===== src/rtl/core/crp_pkg.sv =====
package crp_pkg;

   // field and datapath widths
   localparam int CRD_W  = 16;            // Q8.8 coordinate
   localparam int DIF_W  = CRD_W + 1;     // coordinate difference
   localparam int PRD_W  = 2 * DIF_W;     // difference product
   localparam int DOT_W  = PRD_W + 2;     // three-term dot product
   localparam int CRS_W  = PRD_W + 1;     // cross product component
   localparam int TRP_W  = 2 * CRS_W;     // triple product term
   localparam int TSUM_W = TRP_W + 2;     // triple product
   localparam int DIV_W  = TSUM_W + 2;    // divider operands
   localparam int FRAC_W = 16;            // ratio fraction bits
   localparam int QUO_W  = 31;            // quotient magnitude bits
   localparam int SAT_SH = QUO_W - FRAC_W;
   localparam int WT_W   = QUO_W + 3;     // barycentric weight
   localparam int MUL_W  = WT_W + CRD_W;  // weight times coordinate
   localparam int ACC_W  = MUL_W + 2;     // weighted sum
   localparam int RND_W  = ACC_W + 1;     // weighted sum plus half
   localparam int RGN_W  = 3;

   localparam logic [RGN_W-1:0] RGN_A    = 3'd0;
   localparam logic [RGN_W-1:0] RGN_B    = 3'd1;
   localparam logic [RGN_W-1:0] RGN_C    = 3'd2;
   localparam logic [RGN_W-1:0] RGN_AB   = 3'd3;
   localparam logic [RGN_W-1:0] RGN_BC   = 3'd4;
   localparam logic [RGN_W-1:0] RGN_CA   = 3'd5;
   localparam logic [RGN_W-1:0] RGN_FACE = 3'd6;

   localparam logic signed [WT_W-1:0]  ONE_WT   = WT_W'(65536);
   localparam logic signed [RND_W-1:0] HALF_RND = RND_W'(32768);
   localparam logic [QUO_W-1:0]        QUO_MAX  = '1;

   // queue between front and back
   localparam int QUEUE_DEPTH = 4;
   localparam int QPTR_W      = $clog2(QUEUE_DEPTH);

   // pipeline depths, accept edge to result strobe
   localparam int FRONT_STAGES = 5;
   localparam int QUEUE_STAGES = 1;
   localparam int DIV_STAGES   = QUO_W + 1;
   localparam int TAIL_STAGES  = 4;
   localparam int RSP_LATENCY  = FRONT_STAGES + QUEUE_STAGES + DIV_STAGES + TAIL_STAGES;

   typedef logic signed [CRD_W-1:0] crd_type;

   typedef struct packed {
      crd_type x;
      crd_type y;
      crd_type z;
   } point_type;

   typedef struct packed {
      point_type a;
      point_type b;
      point_type c;
   } verts_type;

   typedef struct packed {
      logic [RGN_W-1:0] region;
      logic             degen;
      verts_type        verts;
   } side_type;

   typedef struct packed {
      side_type                side;
      logic signed [DIV_W-1:0] num_u;
      logic signed [DIV_W-1:0] num_v;
      logic signed [DIV_W-1:0] den;
   } job_type;

   typedef struct packed {
      logic empty;
      logic full;
   } qstat_type;

   function automatic crd_type coord(input point_type p, input int k);
      case (k)
         0:       return p.x;
         1:       return p.y;
         default: return p.z;
      endcase
   endfunction

   function automatic int nxt3(input int k);
      return (k == 2) ? 0 : k + 1;
   endfunction

   function automatic int prv3(input int k);
      return (k == 0) ? 2 : k - 1;
   endfunction

endpackage


===== src/rtl/core/crp_queue.sv =====
module crp_queue (
   input  logic                clock,
   input  logic                reset,
   input  logic                push,
   input  crp_pkg::job_type    job_in,
   input  logic                pop,
   output crp_pkg::job_type    job_out,
   output crp_pkg::qstat_type  stat
);

   crp_pkg::job_type          mem_ff [crp_pkg::QUEUE_DEPTH];
   logic [crp_pkg::QPTR_W-1:0] wr_ptr_ff, rd_ptr_ff;
   logic [crp_pkg::QPTR_W:0]   cnt_ff, cnt_in;
   logic                       do_push, do_pop;

   assign stat.empty = (cnt_ff == '0);
   assign stat.full  = (cnt_ff == (crp_pkg::QPTR_W+1)'(crp_pkg::QUEUE_DEPTH));
   assign do_push    = push && !stat.full;
   assign do_pop     = pop && !stat.empty;
   assign job_out    = mem_ff[rd_ptr_ff];

   always_comb begin
      cnt_in = cnt_ff;
      if (do_push && !do_pop) begin
         cnt_in = cnt_ff + 1'b1;
      end else if (do_pop && !do_push) begin
         cnt_in = cnt_ff - 1'b1;
      end
   end

   always_ff @(posedge clock) begin
      if (reset) begin
         wr_ptr_ff <= '0;
         rd_ptr_ff <= '0;
         cnt_ff    <= '0;
      end else begin
         cnt_ff <= cnt_in;
         if (do_push) begin
            wr_ptr_ff <= wr_ptr_ff + 1'b1;
         end
         if (do_pop) begin
            rd_ptr_ff <= rd_ptr_ff + 1'b1;
         end
      end
   end

   always_ff @(posedge clock) begin
      if (do_push) begin
         mem_ff[wr_ptr_ff] <= job_in;
      end
   end

endmodule


===== config.mk =====
export PLATFORM = sky130hd
export DESIGN_NAME = crp_queue
export DESIGN_NICKNAME = d
export VERILOG_FILES = /design/src/rtl/core/crp_pkg.sv /design/src/rtl/core/crp_queue.sv
export SDC_FILE = /design/constraint.sdc
export NUM_CORES = 1
export LEC_CHECK = 0
export ABC_AREA = 0
export BUFFER_PORTS_ARGS = -buffer_cell sky130_fd_sc_hd__clkbuf_2
export CAP_MARGIN = 20
export CORE_AREA = 2 2 370 372
export DETAILED_ROUTE_END_ITERATION = 8
export DIE_AREA = 0 0 372 374
export PLACE_DENSITY = 0.68
export SLEW_MARGIN = 25
export SYNTH_ARGS = -nofsm -noshare
export SYNTH_HDL_FRONTEND = slang
export SYNTH_SLANG_ARGS = --single-unit

===== constraint.sdc =====
create_clock -name clock -period 27.5 [get_ports clock]
set_input_delay 4.125 -clock clock [delete_from_list [all_inputs] [get_ports clock]]
set_output_delay 4.125 -clock clock [all_outputs]
set_load 0.1 [all_outputs]

==> summary.txt, run 1 <==
Cells and area
  – Final Core Density: 47.7%
  – Fin nets: 3,203
  – Fill count: 10,913
  – Area Growth Syn to Fin: 19.5%
  – Ratio of cells with drive above 1 in the final layout: 45.9%

STA
  – Period utilization: 33.3%
  – Min Tclk post-route: 9.15 ns
  – Setup TNS: 0 ns
  – Max-slew violations: 0
  – Final Setup Violations: 0
  – Hold_ws: 0.518 ns
  – Hold Violations, Final: 0
  – Rel. slew slack: 22.4%
  – Worst Skew: 0.0345 ns
  – Unrepaired setup endpoints after global routing: no
  – Slew at the pin closest to its max-slew limit: 1.16 ns
  – Max Freq: 0.109 GHz

Synthesis
  – Post-Syn Area per Cell: 27.2 um2
  – Largest area contributor in the netlist: edfxtp_1
  – Synth top area cells: edfxtp_1 (83%), mux4_2 (15%), buf_6 (0.69%), buf_2 (0.35%), dfxtp_1 (0.33%)
  – Register area share after synthesis: 82.9%
  – Post-Synthesis Cells: 1,980
  – Syn_nets: 2,360
  – Synth Register Bits: 1,489
  – Synth warn: 0
  – Netlist cell types: 22
  – Synth Cell Area: 53,800 um2
  – Synth top area share: 82.5%

Run status
  – Outcome: completed

Clock tree
  – Root Buffer: clkbuf_16
  – CTS buffer count: 152
  – Post-CTS Setup Inserts: 0
  – CTS tree: done
  – # resized after CTS: 0
  – CTS sink count: 1,489
  – # hold bufs at CTS: 0
  – H-tree Lvls: 4
  – CTS Buffer Depth: 3
  – Clock-pin slew on the worst setup and hold paths: 0.06 ns
  – Clk_lat worst skew: 0.78 ns

Worst setup path
  – Register-to-Register Path Depth: 6
  – Critical path type: flop to output pin
  – Crit path arrival time: 5.03 ns
  – CP Launch Type: flop
  – Worst-path fanout max: 50
  – Required @ worst endpoint: 23.37 ns
  – Critical Path Sink Type: output pin

Placement
  – PortBufs: 745
  – Gp weighted congestion: 0.766
  – HPWL Detailed: 70,800 um

Routing
  – Final wirelength: 113,000 um
  – DR vias: 23,989
  – Drt drc: 0
  – Router iterations before antenna repair: 5
  – DR vias/cell: 5.07
  – DRT antenna net count: 0
  – Iter 0 DRT Violations: 1,715
  – WL/cell: 23.8 um

Worst hold path
  – Hold WC Path Type: flop to flop
  – Hold depth: 2

Global routing
  – GRT Util Overall: 16.0%
  – Largest net degree at the start of global routing: 140
  – Vias in the first global route: 25,085
  – Gr ovfl total: 0
  – Initial antenna violation count: 26
  – First-pass GRT wire length: 165,000 um

Floorplan
  – Initial Util: 39.9%
  – Die H: 374 um
  – CORE AREA: 135,000 um2
  – Die area: 139,000 um2
  – Num rows: 135
  – Die Width: 372 um
  – Ports: 746

Run
  – Max Cap Viol: 0
==> sequential cells by signal, indices dropped and copies added, names as in the netlist, named ones only <==
signal     flops
wr_ptr_ff      2
cnt_ff         3
mem_ff      1480
rd_ptr_ff      2
==> critical path: stages (launching register included) <==
cell	delay, ns
dfxtp_4	0.87
buf_4	0.84
buf_4	0.77
buf_6	0.64
mux4_2	0.60
clkbuf_2	0.39
==> cell usage in the layout (no fill, tap or decap), drive strengths merged, types with 2 or more instances in the layout <==
cell type / synthesis / layout
mux2i: 2 / 2
nand2b: 2 / 2
ha: 5 / 5
clkinv: 0 / 61
xor2: 4 / 4
dfxtp: 9 / 9
bufinv: 0 / 7
clkinvlp: 0 / 4
edfxtp: 1480 / 1480
or3: 2 / 2
mux4: 370 / 370
nor2: 6 / 6
buf: 72 / 27
inv: 4 / 12
diode: 0 / 14
and2: 4 / 4
o21ai: 2 / 2
a21oi: 2 / 2
clkbuf: 11 / 937
==> layout make-up <==
type | instances | area, um2 | area share, %
diodes | 14 | 35.0 | 0.0545
multi-input cells | 404 | 8600 | 13.4
repair buffers | 772 | 4040 | 6.27
well taps | 1781 | 2230 | 3.46
flip-flops and latches | 1489 | 44600 | 69.4
clock buffers | 192 | 4070 | 6.33
clock inverters | 80 | 712 | 1.11
inverters | 4 | 15.0 | 0.0233
==> final timing paths <==
| path | slack (ns) | endpoint | startpoint |
|---|---|---|---|
| max | 18.35 | job_out[196] | flop |
| min | 0.52 | wr_ptr_ff[1] | wr_ptr_ff[1] |
| max reg2reg | 22.79 | mem_ff[0][235] | cnt_ff[0] |
| min reg2reg | 0.52 | wr_ptr_ff[1] | wr_ptr_ff[1] |
==> cells by family after synthesis <==
group	share of synthesized area [%]
AO/OA/AOI/OAI	0.0674
multiplexers	15.5
buffers and inverters	1.16
AND/OR/NAND/NOR	0.158
flip-flops	82.9
XOR/XNOR	0.0651
adder cells (fa/ha/maj)	0.153
==> through the flow <==
stage | std cells | cell area, um2 | worst slack [ns]
after global routing | 4730 | 64300 | 17.75
after CTS | 4722 | 64300 | 17.72
after floorplan | 1980 | 53800 | 13.89
final | 4736 | 64300 | 18.35
after global placement | 4450 | 59500 | 18.67
after detailed placement | 4450 | 59500 | 18.62
==> cell usage after synthesis <==
library cell and count:
fa_1 1, buf_6 33, or3_1 2, dfxtp_1 9
buf_2 38, o21ai_0 2, nor2_1 6, o31ai_1 1
and2_1 4, ha_1 5, xor2_1 4, nand2b_1 2
inv_1 4, mux2i_1 2, nor3_1 1, buf_4 1
nor3b_1 1, clkbuf_1 11, a21oi_1 2, mux4_2 370
edfxtp_1 1480, o311ai_0 1
==> routing by layer <==
layer	track usage [%]	vias up	share of wire [%]
li1	-	10395	-
met1	19.2	12577	38
met2	26.1	775	50
met3	6.12	214	8.4
met4	6.40	28	3.3
met5	0	-	0.17
Power of run 1 is left out: the tool's default activity adds up to more than one toggle a clock period on the data nets, which glitch-free logic cannot reach.
==> inputs of run 2 (changes only) <==
--- a/config.mk
+++ b/config.mk
@@ -5,12 +5,12 @@
 export SDC_FILE = /design/constraint.sdc
 export NUM_CORES = 1
 export LEC_CHECK = 0
-export ABC_AREA = 0
+export ABC_AREA = 1
 export BUFFER_PORTS_ARGS = -buffer_cell sky130_fd_sc_hd__clkbuf_2
 export CAP_MARGIN = 20
-export CORE_AREA = 2 2 370 372
+export CORE_AREA = 2 2 374 376
 export DETAILED_ROUTE_END_ITERATION = 8
-export DIE_AREA = 0 0 372 374
+export DIE_AREA = 0 0 376 378
 export PLACE_DENSITY = 0.68
 export SLEW_MARGIN = 25
 export SYNTH_ARGS = -nofsm -noshare
==> constraint.sdc (replaced) <==
create_clock -name clock -period 8.65 [get_ports clock]
set_input_delay 1.2975 -clock clock [delete_from_list [all_inputs] [get_ports clock]]
set_output_delay 1.2975 -clock clock [all_outputs]
set_load 0.1 [all_outputs]
==> summary.txt, run 2 <==
Placement
  – Area after DPL: 60,300 um2
  – HPWL Detailed: 76,100 um
  – Gp weighted congestion: 0.795
  – PortBufs: 745

Synthesis
  – Synth top area cells: edfxtp_1 (81%), nor2_1 (5.2%), o21ai_0 (4.7%), o22ai_1 (4.2%), o21ai_1 (2.1%)
  – Netlist cell types: 19
  – Synth top area share: 81.0%
  – Count leader, synth: edfxtp_1
  – XOR/XNOR share of the synthesized area: 0.0160%
  – Synth Flop Type: edfxtp_1
  – Most common library cells after synthesis: edfxtp_1 (1,480), nor2_1 (754), o21ai_0 (511)
  – Synth Register Bits: 1,489
  – Post-Synth Adder-Cell Area: 0.151%
  – Post-synth EDFFs: 1,480
  – Syn_nets: 4,027
  – Synth warn: 0
  – Largest area contributor in the netlist: edfxtp_1
  – Register area share after synthesis: 81.3%
  – Largest family of logic cells by synthesized area: compound AO/OA/AOI/OAI gates
  – Post-Syn Area per Cell: 15.0 um2
  – Mux share of post-synthesis cell area: 0%
  – Post-Synthesis Cells: 3,647
  – Synth Cell Area: 54,900 um2
  – Synth Area in Compound Gates: 11.0%
  – Ys async rst share: 0%
  – Simple-Gate Fraction of Synth Area: 5.31%

STA
  – Period utilization: 66.5%
  – Final Setup Violations: 0
  – Unrepaired setup endpoints after global routing: no
  – Max-slew violations: 0
  – Hold Violations, Final: 0
  – Slew at the pin closest to its max-slew limit: 1.19 ns
  – Min Tclk post-route: 5.75 ns
  – Hold_ws: 0.514 ns
  – Worst Skew: 0.0288 ns
  – Rel. slew slack: 20.8%
  – Max Freq: 0.174 GHz

Floorplan
  – Num rows: 137
  – Initial Util: 39.6%
  – Die area: 142,000 um2
  – Ports: 746
  – Die Width: 376 um
  – Die H: 378 um
  – CORE AREA: 139,000 um2

Worst setup path
  – Worst-path cell chain: buf_12, buf_16, buf_4, o21ai_0, o22ai_1, clkbuf_2
  – Critical path depth in cells: 6
  – Required @ worst endpoint: 7.35 ns
  – Buffer and inverter count on the worst path: 4
  – Critical Path Sink Type: output pin
  – Max incr delay on CP: 0.84 ns
  – Crit path arrival time: 4.45 ns
  – Critical path type: flop to output pin
  – CP Launch Type: flop
  – Worst-path fanout max: 167
  – Crit path max-delay cell type: buf_4
  – Register-to-Register Path Depth: 6
  – Top delay family on crit path: buffers and inverters

Power
  – Net Switching: 0.0120 W
  – Power share of the clock group: 23.9%
  – Pwr Density: 392 nW/um2
  – Int Power: 0.0135 W
  – Sw frac: 46.9%
  – Lkg Pwr: 22.4 nW
  – Gate power share: 41.1%
  – Tot Pwr: 0.0255 W
  – VDD IR max: 0.000364 V
  – Sequential Power Share: 35.1%

Routing
  – Router iterations before antenna repair: 7
  – Drt drc: 0
  – Final wirelength: 132,000 um
  – DR vias: 32,951
  – Iter 0 DRT Violations: 2,571
  – DRT antenna net count: 0
  – DR vias/cell: 5.24
  – WL/cell: 20.9 um

Cells and area
  – Largest register FFs: 1,480
  – Area Growth Syn to Fin: 18.5%
  – Fin area: 65,000 um2
  – Fill count: 11,884
  – Top Registers: mem_ff: 1480 flops, cnt_ff: 3 flops
  – Most flops, register: mem_ff
  – Most common cell after layout, fill and taps aside: edfxtp_1
  – Most frequent cells in the layout: edfxtp_1 (1,480), nor2_1 (750), clkbuf_2 (745)
  – Fin nets: 4,717
  – Final Core Density: 46.9%
  – Ratio of cells with drive above 1 in the final layout: 22.1%

Clock tree
  – # hold bufs at CTS: 0
  – Clock-pin slew on the worst setup and hold paths: 0.06 ns
  – CTS buffer count: 151
  – Clk_lat worst skew: 0.78 ns
  – CTS sink count: 1,489
  – Post-CTS Setup Inserts: 0
  – CTS Buffer Depth: 3
  – # resized after CTS: 0
  – CTS tree: done
  – H-tree Lvls: 4
  – Root Buffer: clkbuf_16

Global routing
  – Largest net degree at the start of global routing: 232
  – First-pass GRT wire length: 193,000 um
  – Vias in the first global route: 31,507
  – Gr ovfl total: 0
  – GRT Util Overall: 17.8%
  – Initial antenna violation count: 39

Run
  – Max Cap Viol: 0

Worst hold path
  – Hold depth: 2
  – Hold WC Path Type: flop to flop

Run status
  – Outcome: completed
## run 2: per-layer routing
layer / wire, um / vias to the layer above / global-route usage, %
li1: - / 15310 / -
met1: 50500 / 16236 / 21.6
met2: 65200 / 1132 / 28.9
met3: 10600 / 257 / 5.26
met4: 5070 / 16 / 8.63
met5: 103 / - / 0
## run 2: final timing paths
kind                                   start        endpoint  slack (ns)
worst max register to register     cnt_ff[0]  mem_ff[3][139]        5.38
worst min register to register  rd_ptr_ff[0]    rd_ptr_ff[0]        0.51
worst max-delay path                    flop     job_out[66]        2.90
worst min-delay path            rd_ptr_ff[0]    rd_ptr_ff[0]        0.51
## run 2: kinds of logic (layout without fill, tap and decap cells)
group / count (synthesis) / after routing
buffers and inverters: 263 / 1067
XOR/XNOR: 1 / 1
AO/OA/AOI/OAI: 1114 / 1114
adder cells (fa/ha/maj): 6 / 6
other: 0 / 32
AND/OR/NAND/NOR: 774 / 774
flip-flops: 1489 / 1489
## run 2: layout make-up
type                    instances  area (um2)  share of cell area [%]
multi-input cells            1895        9070                    14.0
flip-flops and latches       1489       44600                    68.6
well taps                    1807        2260                    3.48
clock buffers                 197        4020                    6.18
repair buffers                782        4260                    6.56
inverters                      18        82.6                   0.127
diodes                         32        80.1                   0.123
clock inverters                70         608                   0.935
## run 2: power by group through the flow
stage | combinational, W | clock, W | sequential [W]
after floorplan | 0.00852 | 0 | 0.00930
after global placement | 0.0104 | 0 | 0.00908
after detailed placement | 0.0105 | 0 | 0.00910
after CTS | 0.0105 | 0.00623 | 0.00895
after global routing | 0.0109 | 0.00649 | 0.00901
final | 0.0105 | 0.00609 | 0.00895
## run 2: stage by stage
stage	setup slack, ns	TNS (ns)	cells
after floorplan	-2.94	-4350.86	3647
after global placement	3.98	0	5990
final	2.90	0	6290
after detailed placement	3.87	0	5990
after global routing	2.63	0	6287
after CTS	3.04	0	6257
## run 2: worst min-delay path: cells and delay by family (launching register included)
family / cells / cell delay (ns)
AOI/OAI and AO/OA: 1 / 0.06
DFF: 1 / 0.32
and+or+nand+nor: 1 / 0.09
Note: power is estimated with default switching activity, not from simulation.
==> inputs of run 3 (changes only) <==
--- a/config.mk
+++ b/config.mk
@@ -11,7 +11,7 @@
 export CORE_AREA = 2 2 374 376
 export DETAILED_ROUTE_END_ITERATION = 8
 export DIE_AREA = 0 0 376 378
-export PLACE_DENSITY = 0.68
+export PLACE_DENSITY = 0.7
 export SLEW_MARGIN = 25
 export SYNTH_ARGS = -nofsm -noshare
 export SYNTH_HDL_FRONTEND = slang
==> constraint.sdc (replaced) <==
create_clock -name clock -period 4.8 [get_ports clock]
set_input_delay 0.72 -clock clock [delete_from_list [all_inputs] [get_ports clock]]
set_output_delay 0.72 -clock clock [all_outputs]
set_load 0.1 [all_outputs]
==> summary.txt, run 3 (synthesis gave the netlist of run 2 again) <==
Power
  – Gate power share: 41.0%
  – VDD IR max: 0.000763 V
  – Pwr Density: 711 nW/um2
  – Power share of the clock group: 24.7%
  – Sequential Power Share: 34.3%
  – Sw frac: 46.6%
  – Int Power: 0.0251 W
  – Lkg Pwr: 23.0 nW
  – Net Switching: 0.0219 W

Clock tree
  – H-tree Lvls: 4
  – Root Buffer: clkbuf_16
  – Clk_lat worst skew: 0.78 ns
  – # hold bufs at CTS: 0
  – CTS tree: done
  – CTS sink count: 1,489
  – CTS Buffer Depth: 3
  – # resized after CTS: 0
  – Post-CTS Setup Inserts: 0
  – Clock-pin slew on the worst setup and hold paths: 0.06 ns
  – CTS buffer count: 151

Worst setup path
  – Worst r2r src: cnt_ff[0]
  – CP Launch Type: flop
  – Crit path max-delay cell type: clkbuf_2
  – Required @ worst endpoint: 4.08 ns
  – Worst-path fanout max: 92
  – Register-to-Register Path Depth: 6
  – Critical path type: flop to output pin
  – Worst-path cell chain: inv_8, buf_4, o21ai_1, o22ai_1, clkbuf_2
  – Register-to-register path setup slack: 2.25 ns
  – FF-to-FF End: mem_ff[1][186]
  – Top delay family on crit path: buffers and inverters
  – Buffer and inverter count on the worst path: 3
  – Max incr delay on CP: 0.56 ns
  – Crit path arrival time: 3.46 ns
  – Critical Path Sink Type: output pin

STA
  – Fin worst setup slack: 0.625 ns
  – Unrepaired setup endpoints after global routing: no
  – Min Tclk post-route: 4.18 ns
  – Max-slew violations: 0
  – Hold Violations, Final: 0
  – Period utilization: 87.0%
  – Final Setup Violations: 0
  – Setup TNS: 0 ns
  – Rel. slew slack: 42.5%
  – Worst Skew: 0.0428 ns
  – Max Freq: 0.240 GHz
  – Hold_ws: 0.155 ns
  – Slew at the pin closest to its max-slew limit: 0.863 ns

Global routing
  – First-pass GRT wire length: 199,000 um
  – Gr ovfl total: 0
  – Vias in the first global route: 32,270
  – Initial antenna violation count: 49
  – Largest net degree at the start of global routing: 142
  – GRT Util Overall: 18.3%

Cells and area
  – Largest register FFs: 1,480
  – Area Growth Syn to Fin: 20.4%
  – Most frequent cells in the layout: edfxtp_1 (1,480), nor2_1 (750), clkbuf_2 (745)
  – Fin area: 66,100 um2
  – Post-Layout Cell Count: 6,372
  – Fill count: 11,668
  – Most flops, register: mem_ff
  – Fin nets: 4,793
  – Ratio of cells with drive above 1 in the final layout: 23.6%
  – Top Registers: mem_ff: 1480 flops, cnt_ff: 3 flops
  – Most common cell after layout, fill and taps aside: edfxtp_1

Run status
  – Outcome: completed

Routing
  – DRT antenna net count: 0
  – Iter 0 DRT Violations: 2,674
  – Router iterations before antenna repair: 5
  – WL/cell: 21.5 um
  – Final wirelength: 137,000 um
  – DR vias/cell: 5.27
  – Drt drc: 0
  – DR vias: 33,566

Floorplan
  – Ports: 746
  – CORE AREA: 139,000 um2
  – Num rows: 137
  – Initial Util: 39.6%
  – Die area: 142,000 um2
  – Die Width: 376 um
  – Die H: 378 um

Placement
  – Gp weighted congestion: 0.806
  – Pre-CTS WS: 1.41 ns
  – HPWL Detailed: 84,700 um
  – Cell total after placement: 6,067
  – Area after DPL: 61,100 um2
  – PortBufs: 745

Run
  – Max Cap Viol: 0

Worst hold path
  – Hold depth: 1
  – Hold WC Path Type: input port to flop
  – Hold Startpoint: job_in[137]
  – Worst hold endpoint: mem_ff[2][137]
run 3: through the flow:
step                power, W  util (%)
floorplan             0.0319         -
global placement      0.0355      44.1
detailed placement    0.0357      44.1
CTS                   0.0472      47.6
global route          0.0484      47.7
finish                0.0469      47.7
run 3: final cells by class:
type / count / area, um2 / share of cell area (%)
flip-flops and latches: 1489 / 44600 / 67.6
multi-input cells: 1895 / 9090 / 13.8
repair buffers: 858 / 5000 / 7.57
clock buffers: 196 / 3970 / 6.01
well taps: 1807 / 2260 / 3.42
clock inverters: 73 / 935 / 1.41
diodes: 36 / 90.1 / 0.136
inverters: 18 / 82.6 / 0.125
run 3: metal layers:
metal | global-route usage (%) | up-vias | part of all wire, %
met1 | 22.0 | 16675 | 38
met2 | 30.1 | 1154 | 50
li1 | - | 15451 | -
met5 | 0 | - | 0.14
met4 | 9.18 | 30 | 3.6
met3 | 5.65 | 256 | 8.2
run 3: how the worst max path moves through the flow:
stage	endpoint	slack, ns	cells after the start
CTS	job_out[154]	0.53	5
finish	job_out[154]	0.62	5
floorplan	mem_ff[0][0]	-1.92	2
global placement	job_out[154]	1.43	5
global route	job_out[154]	0.45	5
detailed placement	job_out[154]	1.41	5
run 3: power groups by stage:
stage | logic, W | registers (W) | clock network, W
floorplan | 0.0154 | 0.0165 | 0
global placement | 0.0191 | 0.0163 | 0
detailed placement | 0.0193 | 0.0164 | 0
CTS | 0.0193 | 0.0161 | 0.0118
global route | 0.0199 | 0.0162 | 0.0123
finish | 0.0192 | 0.0161 | 0.0116
